File: src/rtl/core/mrrs_ram.sv
module mrrs_ram #(
  parameter int WIDTH = 16,
  parameter int DEPTH = 64,
  localparam int AW = (DEPTH > 1) ? $clog2(DEPTH) : 1
) (
  input  logic             clk,
  input  logic             we,
  input  logic [AW-1:0]    waddr,
  input  logic [WIDTH-1:0] wdata,
  input  logic             re,
  input  logic [AW-1:0]    raddr,
  output logic [WIDTH-1:0] rdata
);

  logic [WIDTH-1:0] mem [DEPTH];

  always_ff @(posedge clk) begin
    if (we) begin
      mem[waddr] <= wdata;
    end
    if (re) begin
      rdata <= mem[raddr];
    end
  end

endmodule

File: config.mk
export PLATFORM = sky130hd
export DESIGN_NAME = mrrs_ram
export DESIGN_NICKNAME = d
export VERILOG_FILES = /design/src/rtl/core/mrrs_ram.sv
export SDC_FILE = /design/constraint.sdc
export NUM_CORES = 1
export LEC_CHECK = 0
export BUFFER_PORTS_ARGS = -buffer_cell sky130_fd_sc_hd__buf_2
export CORE_MARGIN = 2
export CORE_UTILIZATION = 65
export CTS_CLUSTER_DIAMETER = 120
export DETAILED_ROUTE_END_ITERATION = 10
export GPL_TIMING_DRIVEN = 0
export MAX_ROUTING_LAYER = met4
export PLACE_DENSITY = 0.84
export SYNTH_ARGS = -nofsm -noshare
export SYNTH_HDL_FRONTEND = slang
export SYNTH_SLANG_ARGS = --single-unit
export TNS_END_PERCENT = 10
File: constraint.sdc
create_clock -name clk -period 5.5 [get_ports clk]
set_clock_uncertainty 0.1 [all_clocks]
set_input_delay 0.825 -clock clk [delete_from_list [all_inputs] [get_ports clk]]
set_output_delay 0.825 -clock clk [all_outputs]
set_load 0.02 [all_outputs]
# After elaboration in Yosys (flattened, before gate mapping)
# Memories as Yosys holds them, arrays and structs flattened. A register that Yosys moved wholly into a read port is not among the register bits.
# Index checks and enable logic that the tools add are counted.
[word_totals] ff_bits=0 ram_bits=1024 inputBits=31 mem_count=1
[classes] muxes=2
[mem_list] name="mem" depth=64 width=16 rd=1 rd_clocked_by_memory_dff=1 wr=1 line="15" rtl="logic [WIDTH-1:0] mem [DEPTH];"
[op_table] cell="2-to-1 mux 1 bit" count=2

# Longest topological paths before layout
# Gate-level depths: netlist (run 1).
[depth] ltp_word=2 ltp_mapped=10

# Least setup slack after synthesis (run 1)
# No wires, ideal clock.
[synth_path] path_kind="in2reg" start="in waddr[3]" end="mem mem[48][0] (enable)" t_arrival_ns=2.451 path_slack_ns=2.540 path_stages=4 cell_sequence="clkbuf_1 nor2b_1 nand4b_1 nor3_1"
[synth_lines] item="start: declaration" line="8" rtl="input logic [AW-1:0] waddr,"
[synth_lines] item="end: declaration" line="15"
# Straight into the memory's write port.

==> results.toml, run 1 <==
[run_status]
status = "completed"

[logic_synthesis]
synthesis.area_um2 = 40200
synth-simple-area-share = 0.02636
synth_top_family_by_area = "multiplexers"
synth_ff_type = "edfxtp_1"
synth_compound_area_frac = 0.02400
synth_area_per_cell_um2 = 21.98
synthAdderAreaFrac = 0
synth_xor_area_frac = 0
seq_area_frac_synth = 0.7768
synth_cell_types = 42
synth_fp_nets = 1860
syn_inst = 1829
yosys_warnings = 0
synthArstFlopShare = 0
synth_mux_area_frac = 0.1546
synth-edff-count = 1040
synth-seq-cells = 1040

[layout]
nets = 2028
final_common_cell = "edfxtp_1"
drive_above_1_share = 0.2898
area_delta_synth_final_pct = 12.69
final_cell_mix = "1040 x edfxtp_1, 220 x mux4_2, 99 x clkbuf_16, 85 x mux2i_1, 73 x buf_2"
final_cells = 2876
final_util = 0.7382
nFillCells = 3156
design_area_um2 = 45300

[clock_tree]
cts_hold_buf = 0
cts_setup_buffers = 0
clk_pin_slew_ps = 60
cts_num_sinks = 1040
root_buffer = "clkbuf_16"
cts_buffer_depth = 3
cts.htree.levels = 3
postCtsResizedCells = 0
cts_tree = "done"
cts-buffers-inserted = 97
clk_latency_ps = 670

[sta]
rsz0062_at_grt = "no"
tns_ps = 0
maxSlewViolCount = 0
period_needed_ps = 3401
setup_viol = 0
max-slew-margin-rel = 0.01073
worst_pin_slew_ps = 1484
fmax_mhz = 294.0
finalCritPeriodShare = 0.6184
report.final.hold_viol_count = 0

[floorplanning]
rows = 91
initial_utilization = 0.6551
die_height_um = 252.7
ioPinCount = 47
die_x_um = 252.7
die-area_um2 = 63850
fp.coreArea_um2 = 61370

[worst_setup_path]
cp-end-kind = "register"
worst-path-buf-inv = 3
crit_family = "buffers and inverters"
timing.rr.end = "rdata[1]"
startpoint_type = "primary input"
worstSetupStartpoint = "raddr[2]"
reg2reg_slack_ps = 2780
r2r-start = "mem[19][1]"
cp.arrival_ps = 3640
crit_required_ps = 5740
cpPeakStageDelay_ps = 600
r2r_cells = 5
cp-endpoint = "rdata[9]"
worstPathCellList = "buf_2, buf_4, buf_2, mux4_2, mux2i_1, a22oi_1, a31oi_1, a311oi_1"
cp_slowest_cell = "a31oi_1"
worst-path-max-fanout = 10
cp_num_cells = 8
crit_top_cell = "buf_2"
criticalPathCategory = "in2reg"

[power_and_ir_drop]
power_density_nw_per_um2 = 367.5
leakage_nw = 14.36
peakVddDrop_mv = 0.4274
p_total_w = 0.01665

[global_route]
grt_overflow = 0
grt_usage = 0.3469
grt_pass1_wl_um = 148300
grt_start_max_net_pins = 65
grt_pass1_vias = 20900
antenna_found_initial = 6

[drt]
wire_per_inst_um = 36.31
wl_um = 104400
ant_nets = 0
vias = 20910
via_per_inst = 7.271
drc = 0
drtIter0Drc = 3265
firstDrtPassIters = 8

[placement]
placed_cell_area_um2 = 41980
placed_cells = 2688
port_buffers = 39
place.gp.congestion = 0.9452
dp_hpwl_um = 61650

[flow_run]
drv_cap = 0

[worst_hold_path]
holdCritPathClass = "in2reg"
kinds of logic (layout without fill, tap and decap cells):
group           count (synthesis)  count (layout)
other cells                     0               5
compound gates                129             129
mux                           336             336
buf+inv                       104             356
flops                        1040            1040
simple gates                  220             220
power breakdown:
part           leakage, nW  internal [W]  switching (W)
combinational         3.38      0.000300       0.000605
clock                 1.61       0.00401        0.00292
sequential            9.37       0.00879      0.0000178
routing by layer:
metal	global-route usage	wire length (um)	up-vias
met2	0.5330	50910	1775
met3	0.08950	12980	347
li1	-	-	8031
met1	0.4419	34760	10760
met5	-	0	-
met4	0.1620	5778	0
Yosys cell counts (all sizes together), types with 12 or more instances:
cell type | n | area [um^2]
nor2b | 30 | 187.7
edfxtp | 1040 | 31230
nand2 | 60 | 232.7
mux2 | 27 | 304.0
a221oi | 16 | 140.1
nand3 | 24 | 120.1
nor2 | 74 | 282.8
a22oi | 39 | 292.8
clkbuf | 27 | 107.6
mux2i | 85 | 850.8
a21oi | 17 | 85.08
nand4 | 12 | 75.07
buf | 77 | 625.6
mux4 | 224 | 5060
layout make-up:
class                      instances  area (um^2)  share of cell area
antenna                            5        12.51           0.0002762
buffer                           104        733.2             0.01618
clock buffer                     116         2541             0.05609
clock inverter                    67        735.7             0.01624
multi-input combinational        685         8394              0.1853
sequential                      1040        31230              0.6894
tap                              790        988.4             0.02182
timing repair buffer              69        666.9             0.01472
stage by stage:
step	setup slack, ps	hold WS, ps
2_1_floorplan	2540	728.0
3_3_place_gp	1370	937.9
3_5_place_dp	1642	947.2
4_1_cts	2173	476.6
5_1_grt	2200	493.3
6_report	2099	500.2
registers in the layout, summed over array words and instances, names as in the netlist:
name and cells:
rdata 16, mem 1024
worst min-delay path by stage:
| stage | from | to | cells past startpoint |
|---|---|---|---|
| global placement | mem[36][12] | rdata[12] | 4 |
| finish | re | rdata[15] | 1 |
| global route | re | rdata[3] | 1 |
| CTS | re | rdata[11] | 1 |
| detailed placement | mem[36][12] | rdata[12] | 4 |
| floorplan | mem[62][10] | rdata[10] | 5 |
(Power assumes the default switching activity.)
==> run 2, diff against run 1 <==
--- a/config.mk
+++ b/config.mk
@@ -7,12 +7,12 @@
 export LEC_CHECK = 0
 export BUFFER_PORTS_ARGS = -buffer_cell sky130_fd_sc_hd__buf_2
 export CORE_MARGIN = 2
-export CORE_UTILIZATION = 65
+export CORE_UTILIZATION = 63
 export CTS_CLUSTER_DIAMETER = 120
 export DETAILED_ROUTE_END_ITERATION = 10
 export GPL_TIMING_DRIVEN = 0
 export MAX_ROUTING_LAYER = met4
-export PLACE_DENSITY = 0.84
+export PLACE_DENSITY = 0.82
 export SYNTH_ARGS = -nofsm -noshare
 export SYNTH_HDL_FRONTEND = slang
 export SYNTH_SLANG_ARGS = --single-unit
==> constraint.sdc (replaced) <==
create_clock -name clk -period 3.2 [get_ports clk]
set_clock_uncertainty 0.1 [all_clocks]
set_input_delay 0.48 -clock clk [delete_from_list [all_inputs] [get_ports clk]]
set_output_delay 0.48 -clock clk [all_outputs]
set_load 0.02 [all_outputs]
==> results.toml, run 2 (same netlist as run 1, synthesis figures left out) <==
[placement]
port_buffers = 39
place.gp.congestion = 0.9108
dp_hpwl_um = 60370

[drt]
via_per_inst = 7.002
drc = 0
vias = 20450
wl_um = 101000
wire_per_inst_um = 34.59
drtIter0Drc = 3315
firstDrtPassIters = 6
ant_nets = 0

[worst_setup_path]
startpoint_type = "primary input"
cp-end-kind = "register"
crit_top_cell = "buf_2"
worstPathCellList = "buf_2, buf_4, buf_2, mux4_2, mux2i_1, a22oi_1, a31oi_1, a311oi_1"
cpPeakStageDelay_ps = 720
criticalPathCategory = "in2reg"
crit_required_ps = 3470
cp_slowest_cell = "a31oi_1"
cp.arrival_ps = 3240
crit_family = "compound AO/OA/AOI/OAI gates"
worst-path-buf-inv = 3
worst-path-max-fanout = 10

[floorplanning]
die_x_um = 256.6
initial_utilization = 0.6373
die_height_um = 256.6
fp.coreArea_um2 = 63080
die-area_um2 = 65850
rows = 92
ioPinCount = 47

[clock_tree]
cts_num_sinks = 1040
clk_latency_ps = 670
cts_buffer_depth = 3
cts_hold_buf = 0
clk_pin_slew_ps = 60
root_buffer = "clkbuf_16"
cts-buffers-inserted = 98
cts.htree.levels = 3
cts_tree = "done"
cts_setup_buffers = 0
postCtsResizedCells = 0

[global_route]
grt_pass1_vias = 20400
grt_pass1_wl_um = 144800
grt_usage = 0.3225
antenna_found_initial = 5
grt_overflow = 0
grt_start_max_net_pins = 65

[layout]
final_util = 0.7131
drive_above_1_share = 0.2794
final_cell_mix = "1040 x edfxtp_1, 220 x mux4_2, 101 x clkbuf_16, 85 x mux2i_1, 74 x buf_2"
reg_top3 = "mem x1024, rdata x16"
area_delta_synth_final_pct = 11.90
largest-register = "mem"
nFillCells = 3534
nets = 2024
final_common_cell = "edfxtp_1"
largest_register_ffs = 1024

[sta]
rsz0062_at_grt = "no"
period_needed_ps = 2969
setup_viol = 0
maxSlewViolCount = 0
max-slew-margin-rel = 0.06456
fmax_mhz = 336.8
finalCritPeriodShare = 0.9279
report.final.hold_viol_count = 0
worst_pin_slew_ps = 1403

[worst_hold_path]
holdCritPathClass = "in2reg"

[power_and_ir_drop]
leakage_nw = 14.15
peakVddDrop_mv = 0.5210
p_total_w = 0.02783
power_density_nw_per_um2 = 618.6

[run_status]
status = "completed"

[flow_run]
drv_cap = 0
[run 2: cell types whose count changed in the layout (fill, tap and decap cells not counted), sizes merged]
cell | previous run | this run
clkinv | 47 | 33
inv | 3 | 2
diode | 5 | 9
buf | 146 | 141
bufinv | 15 | 7
clkbuf | 143 | 155
[run 2: worst register-to-register path, cell delays in order (launching register included)]
cell,delay [ps]
edfxtp_1,370
mux4_2,480
mux2i_1,470
a22oi_1,180
a31oi_1,660
a311oi_1,130
[run 2: metal layers]
layer  track usage  vias up  part of all wire
li1              -     8046                 -
met1        0.4215    10560              0.35
met2        0.4909     1527              0.48
met3       0.07592      316              0.11
met4        0.1465        0             0.053
met5             -        -                 0
[run 2: final cells by class]
type / count / area (um^2) / area share
Sequential cell: 1040 / 31230 / 0.6942
Multi-Input combinational cell: 685 / 8397 / 0.1867
Clock buffer: 128 / 2629 / 0.05844
Tap cell: 846 / 1059 / 0.02353
Buffer: 104 / 733.2 / 0.01630
Timing Repair Buffer: 64 / 536.8 / 0.01193
Clock inverter: 44 / 377.9 / 0.008400
Antenna cell: 9 / 22.52 / 0.0005007
[run 2: per-stage QoR]
step	setup WS [ps]	setup TNS [ps]	cells	hold slack [ps]	instance area, um^2
finish	230.8	0	2920	155.5	44980
global route	261.7	0	2916	150.8	44970
CTS	177.4	0	2910	139.0	44920
detailed placement	-542.2	-38660	2738	820.2	41910
global placement	-594.5	-93550	2714	789.4	41460
floorplan	585.2	0	1829	478.9	40200
[run 2: worst paths after layout]
kind	slack (ps)	end	from	cells past startpoint
max	230	rdata[9]	raddr[2]	8
min	160	rdata[11]	re	1
max reg2reg	510	rdata[15]	mem[22][15]	5
min reg2reg	860	rdata[4]	mem[40][4]	4
[run 2: power breakdown]
group	switching [W]	leakage [nW]	internal, W
logic	0.00102	3.33	0.000516
clock network	0.00484	1.46	0.00631
registers	0.0000297	9.37	0.0151
